$ cat src/rtl/core/fwr_pkg.sv
// ----------------------------------------------------------------------------
// fwr_pkg: shared types and codes
// Operation and status codes, entry layout and control bundle for the
// process queue with delete by id.
// ----------------------------------------------------------------------------
`default_nettype none

package fwr_pkg;

  localparam int unsigned DefaultDepth = 16;

  localparam int unsigned OpWidth       = 2;
  localparam int unsigned StatusWidth   = 2;
  localparam int unsigned PriorityWidth = 8;
  localparam int unsigned IdWidth       = 22;
  localparam int unsigned RuntimeWidth  = 16;

  localparam logic [OpWidth-1:0] OP_PUSH   = 2'd0;
  localparam logic [OpWidth-1:0] OP_POP    = 2'd1;
  localparam logic [OpWidth-1:0] OP_DELETE = 2'd2;

  localparam logic [StatusWidth-1:0] ST_DONE     = 2'd0;
  localparam logic [StatusWidth-1:0] ST_NOTFOUND = 2'd1;
  localparam logic [StatusWidth-1:0] ST_FULL     = 2'd2;

  typedef struct packed {
    logic [PriorityWidth-1:0] priority_val;
    logic [IdWidth-1:0]       id;
    logic [RuntimeWidth-1:0]  runtime;
  } entry_t;

  typedef struct packed {
    logic               push;
    logic               remove;
    logic [IdWidth-1:0] key;
    entry_t             wdata;
  } cell_ctrl_t;

endpackage

`default_nettype wire

$ cat src/rtl/core/fwr_req_if.sv
// ----------------------------------------------------------------------------
// fwr_req_if: request channel
// Valid/ready channel carrying one queue request.
// ----------------------------------------------------------------------------
`default_nettype none

interface fwr_req_if;
  logic                                valid;
  logic                                ready;
  logic [fwr_pkg::OpWidth-1:0]         operation;
  logic [fwr_pkg::PriorityWidth-1:0]   priority_in;
  logic [fwr_pkg::IdWidth-1:0]         id_in;
  logic [fwr_pkg::RuntimeWidth-1:0]    runtime_in;

  modport source (output valid, operation, priority_in, id_in, runtime_in, input ready);
  modport sink   (input valid, operation, priority_in, id_in, runtime_in, output ready);
endinterface

`default_nettype wire

$ cat src/rtl/core/fwr_rsp_if.sv
// ----------------------------------------------------------------------------
// fwr_rsp_if: response channel
// Valid/ready channel carrying one queue result.
// ----------------------------------------------------------------------------
`default_nettype none

interface fwr_rsp_if;
  logic                                valid;
  logic                                ready;
  logic [fwr_pkg::StatusWidth-1:0]     status;
  logic [fwr_pkg::PriorityWidth-1:0]   priority_out;
  logic [fwr_pkg::IdWidth-1:0]         id_out;
  logic [fwr_pkg::RuntimeWidth-1:0]    runtime_out;

  modport source (output valid, status, priority_out, id_out, runtime_out, input ready);
  modport sink   (input valid, status, priority_out, id_out, runtime_out, output ready);
endinterface

`default_nettype wire

$ cat src/rtl/core/fwr_cell.sv
// ----------------------------------------------------------------------------
// fwr_cell: one queue slot
// Holds one entry and its valid bit, compares its id against the key,
// ripples the first-match flag and data, and shifts from its successor.
// ----------------------------------------------------------------------------
`default_nettype none

module fwr_cell (
  input  wire logic                 clk_i,
  input  wire logic                 rst_ni,
  input  wire fwr_pkg::cell_ctrl_t  ctrl_i,
  input  wire logic                 prev_valid_i,
  input  wire logic                 next_valid_i,
  input  wire fwr_pkg::entry_t      next_entry_i,
  input  wire logic                 hit_i,
  input  wire fwr_pkg::entry_t      sel_i,
  output logic                      hit_o,
  output fwr_pkg::entry_t           sel_o,
  output logic                      valid_o,
  output fwr_pkg::entry_t           entry_o
);

  logic            valid_q, valid_d;
  fwr_pkg::entry_t entry_q, entry_d;
  logic            match;

  assign match = valid_q && (entry_q.id == ctrl_i.key);
  assign hit_o = hit_i || match;
  assign sel_o = hit_i ? sel_i : entry_q;

  always_comb begin
    valid_d = valid_q;
    entry_d = entry_q;
    priority if (ctrl_i.remove && hit_o) begin
      valid_d = next_valid_i;
      entry_d = next_entry_i;
    end else if (ctrl_i.push && !valid_q && prev_valid_i) begin
      valid_d = 1'b1;
      entry_d = ctrl_i.wdata;
    end
  end

  always_ff @(posedge clk_i or negedge rst_ni) begin
    if (!rst_ni) begin
      valid_q <= 1'b0;
    end else begin
      valid_q <= valid_d;
    end
  end

  always_ff @(posedge clk_i) begin
    entry_q <= entry_d;
  end

  assign valid_o = valid_q;
  assign entry_o = entry_q;

endmodule

`default_nettype wire

$ cat src/rtl/core/fifo_with_remove_by_id.sv
// ----------------------------------------------------------------------------
// fifo_with_remove_by_id: bounded process queue with delete by id
// Push appends at the tail, pop returns the head, delete removes the oldest
// entry with a matching id and closes the gap.
// ----------------------------------------------------------------------------
// Usage:
//   req_i carries one request (operation, priority_in, id_in, runtime_in);
//   rsp_o returns exactly one result per request, in request order.
//   Entries live in a row of DEPTH cells, head in cell 0. Every cell
//   compares its id with the key in the same cycle; a first-match flag
//   ripples down the row and the matched cell and all behind it take the
//   data of their successor, so pop and delete both update the row at the edge that accepts the request.
//   The result is registered and appears in the cycle after the request.
//   Throughput: one request per cycle unless the receiver stalls; the
//   path through the DEPTH id compares and the match ripple sets the clock.
//   Reset empties the queue (valid bits cleared) and drops any pending
//   result. When the receiver stalls, the result is held in the output
//   register and a new request is taken only in a cycle in which that
//   result leaves.
// ----------------------------------------------------------------------------
`default_nettype none

module fifo_with_remove_by_id #(
  parameter int unsigned DEPTH = fwr_pkg::DefaultDepth
) (
  input  wire logic   clk_i,
  input  wire logic   rst_ni,
  fwr_req_if.sink     req_i,
  fwr_rsp_if.source   rsp_o
);

  logic                 accept;
  logic                 is_push, is_pop, is_del;
  logic                 full, found;
  fwr_pkg::cell_ctrl_t  ctrl;
  fwr_pkg::entry_t      wdata;
  fwr_pkg::entry_t      got;

  logic                 valid_w [DEPTH];
  fwr_pkg::entry_t      entry_w [DEPTH];
  logic                 hit_w   [DEPTH+1];
  fwr_pkg::entry_t      sel_w   [DEPTH+1];

  logic                          out_valid_q;
  logic [fwr_pkg::StatusWidth-1:0] status_q, status_d;
  fwr_pkg::entry_t               data_q, data_d;

  assign req_i.ready = !out_valid_q || rsp_o.ready;
  assign accept      = req_i.valid && req_i.ready;

  assign is_push = (req_i.operation == fwr_pkg::OP_PUSH);
  assign is_pop  = (req_i.operation == fwr_pkg::OP_POP);
  assign is_del  = (req_i.operation == fwr_pkg::OP_DELETE);

  assign full  = valid_w[DEPTH-1];
  assign found = is_pop ? valid_w[0] : hit_w[DEPTH];

  assign wdata.priority_val = req_i.priority_in;
  assign wdata.id           = req_i.id_in;
  assign wdata.runtime      = req_i.runtime_in;

  assign ctrl.push   = accept && is_push && !full;
  assign ctrl.remove = accept && (is_pop || is_del) && found;
  assign ctrl.key    = req_i.id_in;
  assign ctrl.wdata  = wdata;

  assign hit_w[0] = is_pop;
  assign sel_w[0] = '0;

  for (genvar i = 0; i < DEPTH; i++) begin : g_cell
    logic            prev_valid;
    logic            next_valid;
    fwr_pkg::entry_t next_entry;

    if (i == 0) begin : g_head
      assign prev_valid = 1'b1;
    end else begin : g_body
      assign prev_valid = valid_w[i-1];
    end

    if (i == DEPTH - 1) begin : g_tail
      assign next_valid = 1'b0;
      assign next_entry = '0;
    end else begin : g_inner
      assign next_valid = valid_w[i+1];
      assign next_entry = entry_w[i+1];
    end

    fwr_cell u_cell (
      .clk_i        (clk_i),
      .rst_ni       (rst_ni),
      .ctrl_i       (ctrl),
      .prev_valid_i (prev_valid),
      .next_valid_i (next_valid),
      .next_entry_i (next_entry),
      .hit_i        (hit_w[i]),
      .sel_i        (sel_w[i]),
      .hit_o        (hit_w[i+1]),
      .sel_o        (sel_w[i+1]),
      .valid_o      (valid_w[i]),
      .entry_o      (entry_w[i])
    );
  end

  assign got = is_pop ? entry_w[0] : sel_w[DEPTH];

  always_comb begin
    status_d = fwr_pkg::ST_DONE;
    data_d   = '0;
    if (is_push) begin
      if (full) begin
        status_d = fwr_pkg::ST_FULL;
      end
    end else if (is_pop || is_del) begin
      if (found) begin
        data_d = got;
      end else begin
        status_d = fwr_pkg::ST_NOTFOUND;
      end
    end
  end

  always_ff @(posedge clk_i or negedge rst_ni) begin
    if (!rst_ni) begin
      out_valid_q <= 1'b0;
    end else if (req_i.ready) begin
      out_valid_q <= req_i.valid;
    end
  end

  always_ff @(posedge clk_i) begin
    if (accept) begin
      status_q <= status_d;
      data_q   <= data_d;
    end
  end

  assign rsp_o.valid        = out_valid_q;
  assign rsp_o.status       = status_q;
  assign rsp_o.priority_out = data_q.priority_val;
  assign rsp_o.id_out       = data_q.id;
  assign rsp_o.runtime_out  = data_q.runtime;

endmodule

`default_nettype wire
$ cat src/flat_wrapper.sv
// flat-port wrapper written by rule: the top's interface ports become plain ports
module fifo_with_remove_by_id_flat 
#(
  parameter int unsigned DEPTH = fwr_pkg::DefaultDepth
)
  (clk_i, rst_ni, req_i_valid, req_i_operation, req_i_priority_in, req_i_id_in, req_i_runtime_in, req_i_ready, rsp_o_valid, rsp_o_status, rsp_o_priority_out, rsp_o_id_out, rsp_o_runtime_out, rsp_o_ready);
  fwr_req_if req_i_i ();
  fwr_rsp_if rsp_o_i ();
  input  wire logic clk_i;
  input  wire logic rst_ni;
  input wire logic [$bits(req_i_i.valid)-1:0] req_i_valid;
  input wire logic [$bits(req_i_i.operation)-1:0] req_i_operation;
  input wire logic [$bits(req_i_i.priority_in)-1:0] req_i_priority_in;
  input wire logic [$bits(req_i_i.id_in)-1:0] req_i_id_in;
  input wire logic [$bits(req_i_i.runtime_in)-1:0] req_i_runtime_in;
  output wire logic [$bits(req_i_i.ready)-1:0] req_i_ready;
  output wire logic [$bits(rsp_o_i.valid)-1:0] rsp_o_valid;
  output wire logic [$bits(rsp_o_i.status)-1:0] rsp_o_status;
  output wire logic [$bits(rsp_o_i.priority_out)-1:0] rsp_o_priority_out;
  output wire logic [$bits(rsp_o_i.id_out)-1:0] rsp_o_id_out;
  output wire logic [$bits(rsp_o_i.runtime_out)-1:0] rsp_o_runtime_out;
  input wire logic [$bits(rsp_o_i.ready)-1:0] rsp_o_ready;
  assign req_i_i.valid = req_i_valid;
  assign req_i_i.operation = req_i_operation;
  assign req_i_i.priority_in = req_i_priority_in;
  assign req_i_i.id_in = req_i_id_in;
  assign req_i_i.runtime_in = req_i_runtime_in;
  assign req_i_ready = req_i_i.ready;
  assign rsp_o_valid = rsp_o_i.valid;
  assign rsp_o_status = rsp_o_i.status;
  assign rsp_o_priority_out = rsp_o_i.priority_out;
  assign rsp_o_id_out = rsp_o_i.id_out;
  assign rsp_o_runtime_out = rsp_o_i.runtime_out;
  assign rsp_o_i.ready = rsp_o_ready;
  fifo_with_remove_by_id #(.DEPTH(DEPTH)) u_core (.clk_i(clk_i), .rst_ni(rst_ni), .req_i(req_i_i), .rsp_o(rsp_o_i));
endmodule
$ cat config.mk
export PLATFORM = sky130hd
export DESIGN_NAME = fifo_with_remove_by_id_flat
export DESIGN_NICKNAME = d
export VERILOG_FILES = /design/src/rtl/core/fwr_pkg.sv /design/src/rtl/core/fwr_req_if.sv /design/src/rtl/core/fwr_rsp_if.sv /design/src/rtl/core/fwr_cell.sv /design/src/rtl/core/fifo_with_remove_by_id.sv /design/src/flat_wrapper.sv
export SDC_FILE = /design/constraint.sdc
export NUM_CORES = 2
export LEC_CHECK = 0
export ABC_AREA = 0
export BUFFER_PORTS_ARGS = -buffer_cell sky130_fd_sc_hd__buf_2
export CORE_MARGIN = 4
export CORE_UTILIZATION = 25
export DETAILED_ROUTE_END_ITERATION = 12
export GPL_ROUTABILITY_DRIVEN = 0
export SYNTH_ARGS = -nofsm -noshare
export SYNTH_HDL_FRONTEND = slang
export SYNTH_HIERARCHICAL = 1
export SYNTH_SLANG_ARGS = --single-unit
export TNS_END_PERCENT = 1
$ cat constraint.sdc
create_clock -name clk_i -period 31.2 [get_ports clk_i]
set_input_delay 4.68 -clock clk_i [delete_from_list [all_inputs] [get_ports clk_i]]
set_output_delay 4.68 -clock clk_i [all_outputs]
set_load 0.05 [all_outputs]
# [Word-level counts from Yosys, hierarchy flattened]
# Cells that the tools add are included.
[totals] reg_bits=801 in_bits=52 out_inout_bits=50 elab_cells=293
[op_classes] muxes=83 n_reduce_logical=121 n_eq_ne=18 n_bitwise=2
[ops] operator="46-bit 2-to-1 mux" count=46
[ops] operator="22-bit == test" count=16
[ops] operator="1-bit logical AND" count=68
[ops] operator="1-bit 2-to-1 mux" count=34
[ops] operator="2-bit nonzero test" count=16
[ops] operator="1-bit logical OR" count=18
[ops] operator="1-bit zero test" count=17
[ops] operator="2-bit 2-to-1 mux" count=3
[ops] operator="3-bit OR reduction" count=1
[ops] operator="2-bit by 1-bit == test with 1-bit output, second input constant" count=1
[ops] operator="2-bit == test, second input constant" count=1
[ops] operator="2-bit zero test" count=1
[ops] operator="1-bit NOT" count=2

# [Depth between registers and ports, before layout]
[depth] word_depth=22 depth_mapped=60 depth_no_buf=26

# [By module]
# Netlist, hierarchy kept.
[modules_own_cells] mod="fwr_cell" area_per_inst_um2=4018.9 seq_area_each_um2=1406.3 cells_per_inst=402 instances=16
[modules_own_cells] mod="fifo_with_remove_by_id" area_per_inst_um2=2469.9 seq_area_each_um2=1466.4 cells_per_inst=171 instances=1

# [Worst setup path after synthesis]
# No wires, ideal clock.
[synth_timing] path_kind="input -> register" start="in req_i_operation[1]" end="reg u_core.g_cell[0].u_cell.entry_q, in the netlist u_core/g_cell[0].u_cell/entry_o[0] (enable)" path_stages=58 arrival_ns=21.445 slack_ns=9.284 path_buffers=34 t_required_ns=30.730 setup_ns=0.470 path_cell_list="inv_1 ha_1 clkbuf_1 clkbuf_1 or2_2 clkbuf_1 clkbuf_1 or2_2 clkbuf_1 clkbuf_1 or2_2 clkbuf_1 clkbuf_1 or2_2 clkbuf_1 clkbuf_1 or2_2 clkbuf_1 [... 22 more ...] or2_2 clkbuf_1 clkbuf_1 or2_2 clkbuf_1 clkbuf_1 or2_2 clkbuf_1 clkbuf_1 or2_2 mux2i_1 buf_2 and4b_1 nand3_1 nor4_2 buf_4 inv_1 o221ai_1"
[synth_lines] item="start, declared" line_no="flat_wrapper.sv:12" text="input wire logic [$bits(req_i_i.operation)-1:0] req_i_operation;"
[synth_lines] item="end signal, assigned" line_no="fwr_cell.sv:52" text="entry_q <= entry_d;"
[synth_lines] item="end, declared" line_no="fwr_cell.sv:24" text="fwr_pkg::entry_t entry_q, entry_d;"

==> summary.txt <==
Clock tree
  – CTS Buf Count: 99
  – Clock sinks: 801
  – CTS resizes: 0
  – H-Tree Level Count: 3
  – Total setup buffers inserted after CTS: 0
  – Hold buffer count at cts: 0
  – Clock Latency Late Sink: 0.74 ns
  – CTS tree: built
  – Clock-pin transition on the worst setup and hold timing paths: 0.06 ns
  – Clock tree buffer depth: 3
  – Root buffer cell: clkbuf_16

Timing
  – Crit share post-route: 64.3%
  – Setup TNS Final: 0 ns
  – WHS: 0.597 ns
  – Fin. max-slew vios: 0
  – Final Skew: 0.0333 ns
  – Minimum clock period: 20.05 ns
  – Achievable Freq: 0.0499 GHz
  – Final setup vio count: 0
  – Final hold vios: 0
  – Worst-Margin Slew: 1.25 ns
  – Slew Limit Headroom: 16.8%
  – RSZ-0062 raised after global routing: false

Placed design
  – I/O Buffers: 101
  – DP Cell Count: 9971
  – Post-DP HPWL: 172000 um

Power
  – Internal cell power: 0.00216 W
  – Switching share of power: 29.9%
  – Overall Power: 0.00308 W
  – Sw Pwr: 0.000921 W
  – Leak pwr: 21.7 nW
  – Seq pwr share: 42.1%
  – VDD IR max: 0.0391 mV
  – Power share of the combinational group: 18.7%
  – Clock power frac: 39.2%
  – P per Cell Area: 41.6 nW/um2

Worst setup path
  – Critical Path RT: 31.56 ns
  – Worst r2r src: u_core/g_cell[0].u_cell/entry_o[35]
  – Reg2reg path depth: 38
  – Worst flop-to-flop path endpoint: u_core/g_cell[12].u_cell/entry_o[6]
  – Crit Path Category: input pin to flip-flop
  – Critical Path Most Common Cell: or2_2
  – CP Capture Type: flip-flop
  – CP max-delay cell: buf_4
  – Worst-path maximum fanout: 95
  – R2R setup slack: 14.89 ns
  – Worst Setup Start Kind: input pin
  – Arrival @ worst endpoint: 20.41 ns
  – Critical path's largest stage delay: 0.75 ns

Die
  – Die Span Y: 525 um
  – Horiz. Die Dim: 525 um
  – Core Region: 266000 um2
  – Core Rows: 189
  – DIE AREA: 275000 um2
  – Ports: 102
  – Starting Density: 25.1%

Logic synthesis
  – EDFF count, synth: 784
  – Synth Cell Area: 66800 um2
  – Seq/Total Area, Yosys: 35.9%
  – Number of synthesized register bits: 801
  – Synth area leader: edfxtp_1
  – Mapped Cells: 6603
  – Syn_area_per_cell: 10.1 um2
  – Synth cell types: 33
  – Async set-reset flop share out of synthesis: 2.12%
  – Synth Flop Type: edfxtp_1
  – Area contributors post-synth: edfxtp_1 (35%), mux2_2 (12%), o221ai_2 (11%)
  – Top cell type's share of synthesized area: 35.3%
  – Yosys warns: 6

Routing
  – Drt pass-1 iters: 8
  – WL final: 255000 um
  – DRT iter0 DRCs: 6580
  – Via density per instance: 5.45
  – Wire length per cell: 25.1 um
  – Antenna viol nets, final: 0
  – Vias: 55400
  – DR DRC count: 0

Layout
  – Layout Nets: 6593
  – Final core utilization: 27.9%
  – Filler Cell Count: 27500
  – Commonest cells after routing, fill and taps aside: nand2_1 (784), edfxtp_1 (784), a21oi_1 (752), nand2b_1 (738)
  – Fin cells: 10200
  – Layout area overhead: 11.0%
  – Share of layout cells above drive strength 1: 26.6%

Flow run
  – Max_cap viols: 0

Global route
  – Initial antenna violation count: 19
  – Tot GR Track Use: 17.6%
  – First-pass GRT wire length: 371000 um
  – Grt ovf: 0
  – Number of global-route vias before repair: 53200
  – Largest net degree at the start of global routing: 96

Hold path
  – Class of the worst hold path: flip-flop to flip-flop
  – Hold Path Sink: u_core/g_cell[14].u_cell/entry_o[8]
  – Hold Path Depth: 2
  – Hold_sp: u_core/g_cell[15].u_cell/entry_o[8]

Run status
  – Status: complete, no violations
## stage by stage
| stage | instance area, um2 | worst slack, ns |
|---|---|---|
| after floorplan | 67300 | 9.28 |
| after global placement | 70800 | 10.85 |
| after detailed placement | 70800 | 10.67 |
| after CTS | 74100 | 11.45 |
| after global routing | 74100 | 10.54 |
| final | 74100 | 11.15 |
## worst max path at each step
stage	startpoint	depth (start not counted)	slack, ns	end
floorplan	req_i_operation[1]	58	9.28	u_core/g_cell[0].u_cell/entry_o[0]
global placement	req_i_id_in[19]	40	10.85	u_core/g_cell[12].u_cell/entry_o[8]
detailed placement	req_i_id_in[19]	40	10.67	u_core/g_cell[12].u_cell/entry_o[8]
CTS	req_i_id_in[19]	40	11.45	u_core/g_cell[12].u_cell/entry_o[7]
global route	req_i_id_in[19]	40	10.54	u_core/g_cell[12].u_cell/entry_o[6]
finish	req_i_id_in[19]	40	11.15	u_core/g_cell[12].u_cell/entry_o[6]
## critical path, delay by kind of cell
kind,cells,cell delay [ns]
compound gates,1,0.19
xor+xnor,1,0.42
buf+inv,15,7.41
mux,1,0.06
simple gates,22,7.22
## cells in the mapped netlist (32+ instances only)
cell,n
a21oi_1,752
buf_2,132
buf_4,67
buf_8,48
clkbuf_1,308
edfxtp_1,784
mux2_2,736
mux2i_1,47
nand2_1,784
nand2b_1,739
nand3_1,32
nand4_1,48
nor2_1,48
nor2b_1,736
nor3_1,42
nor4_2,32
o221ai_1,272
o221ai_2,480
xnor2_1,208
xor2_1,144
## registers in the layout (all words and copies together), names as in the netlist
register                      flops
u_core/g_cell.u_cell/entry_o    736
u_core/rsp_o.status               2
u_core/rsp_o.priority_out         8
u_core/rsp_o.runtime_out         16
u_core/rsp_o.valid                1
u_core/rsp_o.id_out              22
u_core/g_cell.u_cell/valid_o     16
## power groups by stage
stage               sequential, W  combinational [W]  clock, W
floorplan                 0.00130           0.000372         0
global placement          0.00132           0.000552         0
detailed placement        0.00132           0.000565         0
CTS                       0.00130           0.000567   0.00122
finish                    0.00130           0.000577   0.00121
global route              0.00130           0.000613   0.00127
## cell families (layout without fill, tap and decap cells)
group	Yosys count	after routing	synth area share [%]
XOR/XNOR	352	352	4.62
AND/OR/NAND/NOR	2550	2550	21.1
buffers and inverters	593	476	4.99
other	2	147	0.0112
flip-flops	801	801	35.9
multiplexers	783	783	13.1
AO/OA/AOI/OAI	1520	1520	20.2
adder cells (fa/ha/maj)	2	2	0.0375
## layout make-up
type                       count  area (um2)  area share [%]
timing repair buffer         271        1790            2.42
clock buffer                 131        2730            3.69
inverter                      18        67.6          0.0912
tap                         3533        4420            5.96
multi-input combinational   5348       40500            54.7
clock inverter                56         572           0.772
antenna                        6        15.0          0.0203
sequential                   801       24000            32.3
## metal layers
metal / global-route usage [%] / vias to the layer above / part of all wire (%)
li1: - / 24200 / -
met1: 22.2 / 27800 / 39
met2: 28.0 / 2759 / 46
met3: 4.74 / 595 / 9.8
met4: 8.00 / 10 / 5.3
met5: 0 / - / 0.020
(Power assumes the default switching activity.)
